--- config.mk ---
export PLATFORM = sky130hd
export DESIGN_NAME = exp_golomb_bit_writer_top_flat
export DESIGN_NICKNAME = d
export VERILOG_FILES = /design/src/rtl/core/egbw_pkg.sv /design/src/rtl/core/egbw_req_if.sv /design/src/rtl/core/egbw_rsp_if.sv /design/src/rtl/core/exp_golomb_bit_writer_top.sv /design/src/rtl/core/egbw_front.sv /design/src/rtl/core/egbw_queue.sv /design/src/rtl/core/egbw_back.sv /design/src/flat_wrapper.sv
export SDC_FILE = /design/constraint.sdc
export NUM_CORES = 1
export LEC_CHECK = 0
export ABC_AREA = 1
export BUFFER_PORTS_ARGS = -buffer_cell sky130_fd_sc_hd__buf_4
export CAP_MARGIN = 20
export CORE_ASPECT_RATIO = 0.5
export CORE_MARGIN = 2
export CORE_UTILIZATION = 56
export CTS_BUF_LIST = sky130_fd_sc_hd__clkbuf_8 sky130_fd_sc_hd__clkbuf_16
export DETAILED_ROUTE_END_ITERATION = 12
export PLACE_DENSITY = 0.79
export SETUP_SLACK_MARGIN = 0.15
export SLEW_MARGIN = 20
export SYNTH_ARGS = -nofsm -noshare
export SYNTH_HDL_FRONTEND = slang
export SYNTH_SLANG_ARGS = --single-unit
--- constraint.sdc ---
create_clock -name clock -period 7.5 [get_ports clock]
set_input_delay 1.5 -clock clock [delete_from_list [all_inputs] [get_ports clock]]
set_output_delay 1.5 -clock clock [all_outputs]
set_load 0.01 [all_outputs]
--- src/rtl/core/egbw_pkg.sv ---
// Shared types and constants of the Exp-Golomb bit writer.
`timescale 1ns / 1ps
package egbw_pkg;

   localparam int TYPE_W = 3;
   localparam int VALUE_W = 32;
   localparam int COUNT_IN_W = 6;
   localparam int BYTE_W = 8;
   localparam int CODE_W = 2 * VALUE_W + 1;
   localparam int REM_W = 7;
   localparam int EXP_W = VALUE_W + 1;
   localparam int LEN_W = 6;
   localparam int QUEUE_DEPTH = 2;
   localparam int QUEUE_IDX_W = 1;
   localparam int QUEUE_CNT_W = 2;

   localparam logic [TYPE_W-1:0] TYPE_FIXED = 3'd0;
   localparam logic [TYPE_W-1:0] TYPE_UE = 3'd1;
   localparam logic [TYPE_W-1:0] TYPE_SE = 3'd2;
   localparam logic [TYPE_W-1:0] TYPE_ALIGN = 3'd3;
   localparam logic [TYPE_W-1:0] TYPE_TRAIL = 3'd4;

   localparam logic [COUNT_IN_W-1:0] MAX_FIXED_BITS = 6'd32;

   typedef enum logic [1:0] {
      KIND_BITS,
      KIND_ALIGN,
      KIND_TRAIL
   } kind_type;

   // One classified request: code is left aligned, the next bit to write in the MSB.
   typedef struct packed {
      kind_type kind;
      logic [CODE_W-1:0] code;
      logic [REM_W-1:0] count;
   } entry_type;

endpackage

--- src/rtl/core/egbw_req_if.sv ---
// Request channel interface of the Exp-Golomb bit writer.
`timescale 1ns / 1ps
interface egbw_req_if;
   import egbw_pkg::*;

   logic valid;
   logic ready;
   logic [TYPE_W-1:0] req_type;
   logic [VALUE_W-1:0] value;
   logic [COUNT_IN_W-1:0] bit_count;
   logic fill_bit;

   modport source (output valid, req_type, value, bit_count, fill_bit, input ready);
   modport sink (input valid, req_type, value, bit_count, fill_bit, output ready);
endinterface

--- src/rtl/core/egbw_rsp_if.sv ---
// Byte output channel interface of the Exp-Golomb bit writer.
`timescale 1ns / 1ps
interface egbw_rsp_if;
   import egbw_pkg::*;

   logic valid;
   logic ready;
   logic [BYTE_W-1:0] out_byte;
   logic last;

   modport source (output valid, out_byte, last, input ready);
   modport sink (input valid, out_byte, last, output ready);
endinterface

--- src/rtl/core/exp_golomb_bit_writer_top.sv ---
// Top level of the Exp-Golomb bit writer.
//
// Requests arrive on req_bus: fixed bits, ue(v), se(v), byte align with a fill
// bit, or RBSP trailing bits. Bits are packed MSB first; each completed byte
// leaves on rsp_bus as one beat, and the last byte completed by a request
// carries last. A request that completes no byte gives no beat; its bits stay
// in the partial byte for later requests.
// The front end takes one request per cycle while its register is free or the
// queue has room, registers it once, and pushes the code word formed from that
// register when the queue has room. The back end writes up to the free bits of
// the partial byte per cycle unless the output register holds a stalled beat,
// and takes the next queue entry only when all bits of the current one are
// written. A byte appears on rsp_bus in the cycle after the back end completes
// it, so the first beat of a request passes the front-end register, a queue
// slot and the output register. A two-entry queue sits between the ends. When
// the receiver stalls, the output register holds its beat, the back end stops,
// and the queue and front end fill before req_bus.ready falls. Reset empties
// the pipeline and clears the partial byte and bit position to zero.
`timescale 1ns / 1ps
module exp_golomb_bit_writer_top (
   input logic clock,
   input logic reset,
   egbw_req_if.sink req_bus,
   egbw_rsp_if.source rsp_bus
);
   import egbw_pkg::*;

   logic push_valid;
   logic push_ready;
   entry_type push_entry;
   logic head_valid;
   logic pop;
   entry_type head_entry;

   egbw_front u_front (
      .clock      (clock),
      .reset      (reset),
      .in_valid   (req_bus.valid),
      .in_ready   (req_bus.ready),
      .in_type    (req_bus.req_type),
      .in_value   (req_bus.value),
      .in_count   (req_bus.bit_count),
      .in_fill    (req_bus.fill_bit),
      .push_valid (push_valid),
      .push_ready (push_ready),
      .push_entry (push_entry)
   );

   egbw_queue u_queue (
      .clock      (clock),
      .reset      (reset),
      .push_valid (push_valid),
      .push_ready (push_ready),
      .push_entry (push_entry),
      .head_valid (head_valid),
      .pop        (pop),
      .head_entry (head_entry)
   );

   egbw_back u_back (
      .clock      (clock),
      .reset      (reset),
      .head_valid (head_valid),
      .head_entry (head_entry),
      .pop        (pop),
      .out_valid  (rsp_bus.valid),
      .out_ready  (rsp_bus.ready),
      .out_byte   (rsp_bus.out_byte),
      .out_last   (rsp_bus.last)
   );

endmodule

--- src/rtl/core/egbw_front.sv ---
// Front end: accepts requests, maps them to left-aligned code words and lengths.
`timescale 1ns / 1ps
module egbw_front (
   input  logic clock,
   input  logic reset,
   input  logic in_valid,
   output logic in_ready,
   input  logic [egbw_pkg::TYPE_W-1:0] in_type,
   input  logic [egbw_pkg::VALUE_W-1:0] in_value,
   input  logic [egbw_pkg::COUNT_IN_W-1:0] in_count,
   input  logic in_fill,
   output logic push_valid,
   input  logic push_ready,
   output egbw_pkg::entry_type push_entry
);
   import egbw_pkg::*;

   logic s1_valid_ff, s1_valid_in;
   kind_type s1_kind_ff, s1_kind_in;
   logic s1_exp_ff, s1_exp_in;
   logic [EXP_W-1:0] s1_r_ff, s1_r_in;
   logic [COUNT_IN_W-1:0] s1_cnt_ff, s1_cnt_in;
   logic s1_fill_ff, s1_fill_in;

   logic advance;
   logic keep;
   logic [VALUE_W-1:0] neg_value;
   logic [LEN_W-1:0] bit_len;
   logic [REM_W-1:0] code_len;
   logic [REM_W-1:0] shift_amt;
   logic [CODE_W-1:0] right_code;

   assign advance = !s1_valid_ff || push_ready;
   assign in_ready = advance;
   assign neg_value = VALUE_W'(0) - in_value;

   always_comb begin
      keep = 1'b0;
      s1_kind_in = KIND_BITS;
      s1_exp_in = 1'b0;
      s1_r_in = {1'b0, in_value};
      s1_cnt_in = (in_count > MAX_FIXED_BITS) ? MAX_FIXED_BITS : in_count;
      s1_fill_in = in_fill;
      case (in_type)
         TYPE_FIXED: begin
            keep = (in_count != '0);
         end
         TYPE_UE: begin
            keep = 1'b1;
            s1_exp_in = 1'b1;
            s1_r_in = {1'b0, in_value} + EXP_W'(1);
         end
         TYPE_SE: begin
            keep = 1'b1;
            s1_exp_in = 1'b1;
            if ((in_value != '0) && !in_value[VALUE_W-1]) begin
               s1_r_in = {1'b0, in_value[VALUE_W-2:0], 1'b0};
            end else begin
               s1_r_in = {1'b0, neg_value[VALUE_W-2:0], 1'b1};
            end
         end
         TYPE_ALIGN: begin
            keep = 1'b1;
            s1_kind_in = KIND_ALIGN;
         end
         TYPE_TRAIL: begin
            keep = 1'b1;
            s1_kind_in = KIND_TRAIL;
         end
         default: begin
            keep = 1'b0;
         end
      endcase
      s1_valid_in = advance ? (in_valid && keep) : s1_valid_ff;
   end

   always_ff @(posedge clock) begin
      if (reset) begin
         s1_valid_ff <= 1'b0;
      end else begin
         s1_valid_ff <= s1_valid_in;
      end
      if (advance && in_valid) begin
         s1_kind_ff <= s1_kind_in;
         s1_exp_ff <= s1_exp_in;
         s1_r_ff <= s1_r_in;
         s1_cnt_ff <= s1_cnt_in;
         s1_fill_ff <= s1_fill_in;
      end
   end

   always_comb begin
      bit_len = '0;
      for (int i = 0; i < EXP_W; i++) begin
         if (s1_r_ff[i]) begin
            bit_len = LEN_W'(i + 1);
         end
      end
   end

   always_comb begin
      if (s1_exp_ff) begin
         code_len = {bit_len, 1'b0} - REM_W'(1);
      end else begin
         code_len = {1'b0, s1_cnt_ff};
      end
      shift_amt = REM_W'(CODE_W) - code_len;
      right_code = {{(CODE_W-EXP_W){1'b0}}, s1_r_ff};
      push_entry.kind = s1_kind_ff;
      push_entry.count = code_len;
      case (s1_kind_ff)
         KIND_ALIGN: push_entry.code = {CODE_W{s1_fill_ff}};
         KIND_TRAIL: push_entry.code = {1'b1, {(CODE_W-1){1'b0}}};
         default:    push_entry.code = right_code << shift_amt;
      endcase
   end

   assign push_valid = s1_valid_ff;

endmodule

--- src/rtl/core/egbw_queue.sv ---
// Short queue of classified requests between the front and back ends.
`timescale 1ns / 1ps
module egbw_queue (
   input  logic clock,
   input  logic reset,
   input  logic push_valid,
   output logic push_ready,
   input  egbw_pkg::entry_type push_entry,
   output logic head_valid,
   input  logic pop,
   output egbw_pkg::entry_type head_entry
);
   import egbw_pkg::*;

   entry_type slot_ff [QUEUE_DEPTH];
   logic [QUEUE_IDX_W-1:0] wr_ptr_ff, wr_ptr_in;
   logic [QUEUE_IDX_W-1:0] rd_ptr_ff, rd_ptr_in;
   logic [QUEUE_CNT_W-1:0] count_ff, count_in;
   logic push_fire;
   logic pop_fire;

   assign push_ready = (count_ff != QUEUE_CNT_W'(QUEUE_DEPTH));
   assign head_valid = (count_ff != '0);
   assign head_entry = slot_ff[rd_ptr_ff];
   assign push_fire = push_valid && push_ready;
   assign pop_fire = pop && head_valid;

   always_comb begin
      wr_ptr_in = push_fire ? wr_ptr_ff + QUEUE_IDX_W'(1) : wr_ptr_ff;
      rd_ptr_in = pop_fire ? rd_ptr_ff + QUEUE_IDX_W'(1) : rd_ptr_ff;
      count_in = count_ff + QUEUE_CNT_W'(push_fire) - QUEUE_CNT_W'(pop_fire);
   end

   always_ff @(posedge clock) begin
      if (reset) begin
         wr_ptr_ff <= '0;
         rd_ptr_ff <= '0;
         count_ff <= '0;
      end else begin
         wr_ptr_ff <= wr_ptr_in;
         rd_ptr_ff <= rd_ptr_in;
         count_ff <= count_in;
      end
      if (push_fire) begin
         slot_ff[wr_ptr_ff] <= push_entry;
      end
   end

endmodule

--- src/rtl/core/egbw_back.sv ---
// Back end: shifts code bits into the partial byte and emits each completed byte.
`timescale 1ns / 1ps
module egbw_back (
   input  logic clock,
   input  logic reset,
   input  logic head_valid,
   input  egbw_pkg::entry_type head_entry,
   output logic pop,
   output logic out_valid,
   input  logic out_ready,
   output logic [egbw_pkg::BYTE_W-1:0] out_byte,
   output logic out_last
);
   import egbw_pkg::*;

   logic busy_ff, busy_in;
   logic [CODE_W-1:0] work_buf_ff, work_buf_in;
   logic [REM_W-1:0] work_rem_ff, work_rem_in;
   logic [BYTE_W-1:0] partial_ff, partial_in;
   logic [2:0] pos_ff, pos_in;
   logic out_valid_ff, out_valid_in;
   logic [BYTE_W-1:0] out_byte_ff, out_byte_in;
   logic out_last_ff, out_last_in;

   logic step_en;
   logic [CODE_W-1:0] src_buf;
   logic [REM_W-1:0] src_rem;
   logic [3:0] room;
   logic [3:0] take;
   logic [3:0] sum;
   logic [BYTE_W-1:0] mask;
   logic [BYTE_W-1:0] merged;
   logic [REM_W-1:0] rem_next;
   logic byte_done;

   assign room = 4'd8 - {1'b0, pos_ff};
   assign step_en = (busy_ff || head_valid) && (!out_valid_ff || out_ready);
   assign pop = step_en && !busy_ff;

   always_comb begin
      src_buf = head_entry.code;
      src_rem = head_entry.count;
      if (busy_ff) begin
         src_buf = work_buf_ff;
         src_rem = work_rem_ff;
      end else begin
         case (head_entry.kind)
            KIND_ALIGN: src_rem = (pos_ff == '0) ? '0 : {3'b000, room};
            KIND_TRAIL: src_rem = {3'b000, room};
            default:    src_rem = head_entry.count;
         endcase
      end
      take = (src_rem < {3'b000, room}) ? src_rem[3:0] : room;
      sum = {1'b0, pos_ff} + take;
      mask = (8'hFF >> pos_ff) & ~(8'hFF >> sum);
      merged = partial_ff | ((src_buf[CODE_W-1 -: BYTE_W] >> pos_ff) & mask);
      rem_next = src_rem - {3'b000, take};
      byte_done = (sum == 4'd8);
   end

   always_comb begin
      busy_in = busy_ff;
      work_buf_in = work_buf_ff;
      work_rem_in = work_rem_ff;
      partial_in = partial_ff;
      pos_in = pos_ff;
      out_valid_in = out_valid_ff && !out_ready;
      out_byte_in = out_byte_ff;
      out_last_in = out_last_ff;
      if (step_en) begin
         busy_in = (rem_next != '0);
         work_buf_in = src_buf << take;
         work_rem_in = rem_next;
         if (byte_done) begin
            partial_in = '0;
            pos_in = '0;
            out_valid_in = 1'b1;
            out_byte_in = merged;
            out_last_in = (rem_next < REM_W'(BYTE_W));
         end else begin
            partial_in = merged;
            pos_in = sum[2:0];
         end
      end
   end

   always_ff @(posedge clock) begin
      if (reset) begin
         busy_ff <= 1'b0;
         partial_ff <= '0;
         pos_ff <= '0;
         out_valid_ff <= 1'b0;
      end else begin
         busy_ff <= busy_in;
         partial_ff <= partial_in;
         pos_ff <= pos_in;
         out_valid_ff <= out_valid_in;
      end
      work_buf_ff <= work_buf_in;
      work_rem_ff <= work_rem_in;
      out_byte_ff <= out_byte_in;
      out_last_ff <= out_last_in;
   end

   assign out_valid = out_valid_ff;
   assign out_byte = out_byte_ff;
   assign out_last = out_last_ff;

   a_busy_has_bits: assert property (@(posedge clock) disable iff (reset)
      busy_ff |-> (work_rem_ff != '0))
      else $error("Back end busy with no bits left.");

   a_partial_clean: assert property (@(posedge clock) disable iff (reset)
      (partial_ff & (8'hFF >> pos_ff)) == 8'h00)
      else $error("Unwritten bits of the partial byte are not zero.");

   a_pop_from_idle: assert property (@(posedge clock) disable iff (reset)
      pop |-> (head_valid && !busy_ff))
      else $error("Queue popped while empty or while an item is in progress.");

   a_byte_lands: assert property (@(posedge clock) disable iff (reset)
      (step_en && byte_done) |=> (out_valid_ff && (pos_ff == '0)))
      else $error("Completed byte not presented or position not cleared.");

endmodule

--- src/flat_wrapper.sv ---
// flat-port wrapper written by rule: the top's interface ports become plain ports
module exp_golomb_bit_writer_top_flat import egbw_pkg::*;
  (clock, reset, req_bus_valid, req_bus_req_type, req_bus_value, req_bus_bit_count, req_bus_fill_bit, req_bus_ready, rsp_bus_valid, rsp_bus_out_byte, rsp_bus_last, rsp_bus_ready);
  egbw_req_if req_bus_i ();
  egbw_rsp_if rsp_bus_i ();
  input logic clock;
  input logic reset;
  input wire logic [$bits(req_bus_i.valid)-1:0] req_bus_valid;
  input wire logic [$bits(req_bus_i.req_type)-1:0] req_bus_req_type;
  input wire logic [$bits(req_bus_i.value)-1:0] req_bus_value;
  input wire logic [$bits(req_bus_i.bit_count)-1:0] req_bus_bit_count;
  input wire logic [$bits(req_bus_i.fill_bit)-1:0] req_bus_fill_bit;
  output wire logic [$bits(req_bus_i.ready)-1:0] req_bus_ready;
  output wire logic [$bits(rsp_bus_i.valid)-1:0] rsp_bus_valid;
  output wire logic [$bits(rsp_bus_i.out_byte)-1:0] rsp_bus_out_byte;
  output wire logic [$bits(rsp_bus_i.last)-1:0] rsp_bus_last;
  input wire logic [$bits(rsp_bus_i.ready)-1:0] rsp_bus_ready;
  assign req_bus_i.valid = req_bus_valid;
  assign req_bus_i.req_type = req_bus_req_type;
  assign req_bus_i.value = req_bus_value;
  assign req_bus_i.bit_count = req_bus_bit_count;
  assign req_bus_i.fill_bit = req_bus_fill_bit;
  assign req_bus_ready = req_bus_i.ready;
  assign rsp_bus_valid = rsp_bus_i.valid;
  assign rsp_bus_out_byte = rsp_bus_i.out_byte;
  assign rsp_bus_last = rsp_bus_i.last;
  assign rsp_bus_i.ready = rsp_bus_ready;
  exp_golomb_bit_writer_top u_core (.clock(clock), .reset(reset), .req_bus(req_bus_i), .rsp_bus(rsp_bus_i));
endmodule
# [Word level (Yosys, flattened, before mapping)]
# Memory sizes are Yosys's and may differ from the RTL's. A register that Yosys moved wholly into a read port is not among the register bits.
# Index checks and enable logic that the tools add are counted.
[word_totals] ramBits=148 memories=1 in_bits=46 elab_cells=129 register_bits=142 output_inout_bits=11
[classes] muxes=53 n_shift=5 eq_ne=10 n_lt_le_gt_ge=3 n_addsub=11 n_bitwise=4 n_reduce_logical=25
[mem_list] memory="u_core.u_queue.slot_ff" words=2 word_bits=74 read_ports=1 rd_clocked_by_memory_dff=1 write_ports=1 line="egbw_queue.sv:15" text="entry_type slot_ff [QUEUE_DEPTH];"
[op_table] cell="6-bit 2-to-1 mux" n=32
[op_table] cell="65-bit case mux with 2 select lines" n=1
[op_table] cell="33-bit case mux with 2 select lines" n=1
[op_table] cell="65-bit 2-to-1 mux" n=1
[op_table] cell="33-bit by 7-bit << shifter with 65-bit output" n=1
[op_table] cell="65-bit by 4-bit << shifter with 65-bit output" n=1
[op_table] cell="32-bit by 1-bit adder with 33-bit output (second input constant)" n=1
[op_table] cell="32-bit 2-to-1 mux" n=1
[op_table] cell="32-bit nonzero test" n=1
[op_table] cell="1-bit by 31-bit subtractor with 31-bit output (first input constant)" n=1
[op_table] cell="8-bit bitwise AND" n=2
[op_table] cell="7-bit 2-to-1 mux" n=2
[op_table] cell="7-bit case mux with 2 select lines" n=1
[op_table] cell="1-bit logical AND" n=8
[op_table] cell="1-bit 2-to-1 mux" n=8
[op_table] cell="4-bit 2-to-1 mux" n=2
[op_table] cell="8-bit 2-to-1 mux" n=1
[op_table] cell="8-bit inverter" n=1
[op_table] cell="8-bit bitwise OR" n=1
[op_table] cell="8-bit by 3-bit right shift with 8-bit output" n=1
[op_table] cell="8-bit by 3-bit right shift with 8-bit output (first input constant)" n=1
[op_table] cell="8-bit by 4-bit right shift with 8-bit output (first input constant)" n=1
[op_table] cell="7-bit by 4-bit less-than comparator with 1-bit output" n=1
[op_table] cell="7-bit by 4-bit less-than comparator with 1-bit output (second input constant)" n=1
[op_table] cell="other kinds (28)" n=39

# [Longest topological paths before layout]
[depth] ltp_word=38 ltp_mapped=52 ltp_nobuf=51

# [Cells and area by module]
# Synthesis repeated with hierarchy kept, for this count alone.
[unflattened] hier_cells=2699 hier_area_um2=20763.7
[modules_own_cells] module="egbw_back" seq_area_each_um2=2692.6 instances=1 area_each_um2=7852.5 cells_each=1121
[modules_own_cells] module="egbw_front" seq_area_each_um2=1311.3 instances=1 area_each_um2=7089.3 cells_each=1312
[modules_own_cells] module="egbw_queue" seq_area_each_um2=4544.4 instances=1 area_each_um2=5821.8 cells_each=266

# [Worst setup path after synthesis]
# Ideal clock, no wire load.
[synth_timing] path_type="reg2reg" start="register (tool-made name)" end="register u_core.u_back.out_byte_ff[0], in the netlist u_core.u_back.out_byte[0], enable pin" n_path_buf=5 period_less_slack_ns=5.468 t_arrival_ns=5.135 path_stages_with_launch=33 setup_slack_ns=2.032 setup_time_ns=0.333 t_required_ns=7.167 cell_sequence="dfxtp_1 -> inv_1 -> clkbuf_1 -> clkbuf_1 -> clkbuf_1 -> or2_2 -> o21ai_0 -> inv_1 -> ha_1 -> inv_1 -> o21ai_0 -> inv_1 -> o21ai_0 -> nand3_1 -> and2_1 -> inv_1 -> ha_1 -> nand3_1 -> nand2_1 -> nand2_1 -> nand2_1 -> o21ai_1 -> buf_2 -> buf_1 -> ha_1 -> inv_1 -> fa_1 -> or2_2 -> nand2_1 -> inv_1 -> nor3_1 -> nand3_1 -> inv_1"
[synth_lines] element="end signal: assignment" line="egbw_back.sv:101" text="out_byte_ff <= out_byte_in;"
[synth_lines] element="end: declaration" line="egbw_back.sv:22" text="logic [BYTE_W-1:0] out_byte_ff, out_byte_in;"

==> impl_metrics.py <==
metrics = {
    "die": {
        "start_util_pct": 57.1,
        "fp-row-count": 48,
        "die_h_um": 137,
        "ios": 57,
        "core_um2": 34600,
        "die_w_um": 270,
        "die-area_um2": 36900,
    },
    "critical_path": {
        "crit_fanout": 74,
        "worstSetupEndpointType": "flop",
        "path_class": "reg -> reg",
        "arrival_ns": 6.28,
        "rrSetupSlack_ns": 1.45,
        "crit_top_cell": "nand2_1",
        "max_stage_delay_ns": 0.69,
        "critPathBufInv": 6,
        "slowest_stage": "fa_1",
        "r2r-end": "u_core.u_back.out_byte[4]$_DFFE_PP_",
        "crit_path_start_kind": "flop",
        "cpLargestDelayFamily": "buffers and inverters",
        "crit_chain": "buf_4 -> o21ai_0 -> ha_1 -> inv_1 -> o21ai_0 -> nand3_1 -> and2_1 -> inv_1 -> ha_1 -> nand3_1 -> nand2_1 -> nand2_1 -> nand2_1 -> nand2_1 -> o21ai_4 -> clkinv_1 -> fa_1 -> or2_2 -> nand2_1 -> inv_1 -> nor3_1 -> nand3_1 -> inv_1",
        "reg2reg_depth": 23,
        "crit_required_ns": 7.73,
    },
    "clocking": {
        "clkLatencyLatePin_ns": 0.57,
        "cts_root_buffer": "clkbuf_16",
        "path_clk_slew_ns": 0.07,
        "clockBufferDepth": 3,
        "post-cts-setup-buffers": 0,
        "h-tree-depth": 1,
        "numCtsBuffers": 27,
        "cts.repair.resized": 0,
        "cts_sinks": 291,
        "cts_tree": "built",
        "cts_hold_buf": 0,
    },
    "yosys": {
        "ys_seq_area_share_pct": 43.3,
        "yosysMostFrequentCell": "nand2_1",
        "synth_top_area_share_pct": 41.4,
        "synthTopCellsByCount": "nand2_1, nand3_1, o21ai_0",
        "ys_warn_count": 0,
        "synth_seq_cells": 291,
        "synth_area_leaders": "edfxtp_1, nand2_1, nand3_1",
        "syn_inst": 2681,
        "netlist_area_um2": 19700,
        "synth.avg_cell_area_um2": 7.36,
        "synth_ff_type": "edfxtp_1",
        "yosys.area.top_type": "edfxtp_1",
        "syn_nets": 2753,
        "synth.distinct_cells": 54,
        "synth_edf_count": 272,
        "async_flop_share_pct": 0,
    },
    "drt": {
        "num_vias": 18400,
        "drt-total-wl_mm": 53.0,
        "first_pass_iters": 6,
        "vias_per_cell": 5.88,
        "remaining_drc_errors": 0,
        "postRouteAntennaNets": 0,
        "wl_per_cell_um": 16.9,
        "drtIter0Drc": 2175,
    },
    "layout": {
        "n_antenna_cell": 0,
        "drive_gt1_share_pct": 6.85,
        "syn_to_final_growth_pct": 7.82,
        "stdcell_count": 3133,
        "num-fill-cells": 3127,
        "nNetsFinal": 2709,
    },
    "global_routing": {
        "antenna_found_initial": 1,
        "gr-usage-all-layers_pct": 28.4,
        "grt-ovfl-total": 0,
        "grt_pass1_vias": 16000,
        "grt_max_degree": 75,
        "grt_pass1_wl_mm": 84.4,
    },
    "place": {
        "dp_hpwl_mm": 37.8,
        "portBuffers": 56,
        "place_inst": 3082,
        "gp_congestion": 1.00,
    },
    "timing": {
        "worst_pin_slew_ns": 1.09,
        "min_period_over_period_pct": 80.6,
        "fin_skew_ns": 0.0167,
        "maxSlewHeadroom_pct": 27.4,
        "period_minus_slack_ns": 6.05,
        "finalMaxSlewViolations": 0,
        "finalSetupViolations": 0,
        "finalHoldViolations": 0,
        "max_freq_mhz": 165,
        "rsz0062_at_grt": "false",
        "tns_ns": 0,
    },
    "worst_hold_path": {
        "hold_path.startpoint": "u_core.u_queue.count_ff[1]$_SDFF_PP0_",
        "hold_depth": 1,
        "whs_endpoint": "u_core.u_queue.count_ff[1]$_SDFF_PP0_",
        "min_path_type": "reg -> reg",
    },
    "status": {
        "status": "finished clean",
    },
    "job": {
        "cap_violations": 0,
    },
}
[registers in the layout, indices dropped and copies added (netlist names), 2 cells and up, named ones only]
| signal | cells |
|---|---|
| u_core.u_back.out_byte | 8 |
| u_core.u_back.partial_ff | 8 |
| u_core.u_back.pos_ff | 3 |
| u_core.u_back.work_buf_ff | 65 |
| u_core.u_back.work_rem_ff | 7 |
| u_core.u_front.s1_cnt_ff | 6 |
| u_core.u_front.s1_kind_ff | 2 |
| u_core.u_front.s1_r_ff | 33 |
| u_core.u_queue.count_ff | 2 |
| u_core.u_queue.slot_ff | 148 |
[layer usage]
| layer | GRT usage (%) | routed length, µm | vias up |
|---|---|---|---|
| li1 | - | - | 9023 |
| met1 | 42.3 | 24000 | 8439 |
| met3 | 3.84 | 4930 | 106 |
| met4 | 7.50 | 1410 | 0 |
| met5 | 0 | 0 | - |
| met2 | 43.8 | 22700 | 869 |
[per-stage QoR]
stage                     utilization [%]  instance area, µm²  setup slack, ns  hold WS, ns
after floorplan                         -               19700             2.03        0.426
after global placement               58.8               20300             1.72        0.425
after detailed placement             58.8               20300             1.52        0.462
after CTS                            61.5               21300             1.49        0.478
after global routing                 61.5               21300            0.871        0.515
final                                61.5               21300             1.45        0.485
[worst register-to-register path: cells and delay by family (launching register included)]
family                     cells  cell delay [ns]
AOI/OAI and AO/OA              3             0.47
adders and majority gates      3             1.41
DFF                            1             0.33
buffers and inverters          6             1.88
and+or+nand+nor               11             1.61
[placed cells by master, fill, tap and decap left out, types with 8 or more instances in the layout]
cell type	n
nor2_1	135
a21oi_1	50
o221ai_1	10
nand3_1	410
nand2_1	809
mux2i_1	43
nand4_1	15
dfxtp_1	18
nor3_2	8
clkinv_1	13
nor4_1	10
o211ai_1	9
nor3_1	38
nand3_2	12
o22ai_1	12
inv_1	237
edfxtp_1	272
buf_4	82
ha_1	24
o21ai_1	8
clkbuf_16	27
o21ai_0	321
inv_2	8
[kinds of logic (layout without fill, tap and decap cells)]
logic type | after synthesis | in the layout | share of synthesized area, %
flip-flops | 291 | 291 | 43.3
adder cells (fa/ha/maj) | 26 | 26 | 1.72
AND/OR/NAND/NOR | 1465 | 1465 | 32.2
multiplexers | 43 | 43 | 2.18
buffers and inverters | 406 | 383 | 8.25
XOR/XNOR | 8 | 8 | 0.355
AO/OA/AOI/OAI | 442 | 442 | 12.0
[how the worst max path moves through the flow]
| stage | slack (ns) | cells after the start | endpoint | startpoint |
|---|---|---|---|---|
| 2_1_floorplan | 2.03 | 32 | u_core.u_back.out_byte[0]$_DFFE_PP_ | flop |
| 3_3_place_gp | 1.72 | 23 | u_core.u_back.out_byte[4]$_DFFE_PP_ | flop |
| 3_5_place_dp | 1.52 | 23 | u_core.u_back.out_byte[4]$_DFFE_PP_ | flop |
| 4_1_cts | 1.49 | 23 | u_core.u_back.out_byte[4]$_DFFE_PP_ | flop |
| 5_1_grt | 0.87 | 24 | u_core.u_back.out_byte[1]$_DFFE_PP_ | flop |
| 6_report | 1.45 | 23 | u_core.u_back.out_byte[4]$_DFFE_PP_ | flop |
[final cells by class]
type                       instances  area (µm²)  area share, %
multi-input combinational       1984        9650           45.3
sequential                       291        8550           40.2
inverter                         250         940           4.42
clock buffer                      27         676           3.17
timing repair buffer              83         636           2.99
tap                              475         594           2.79
clock inverter                    23         243           1.14
Power is not shown: default switching activity piles up to over one toggle a cycle in this logic, so the estimate is an artifact.
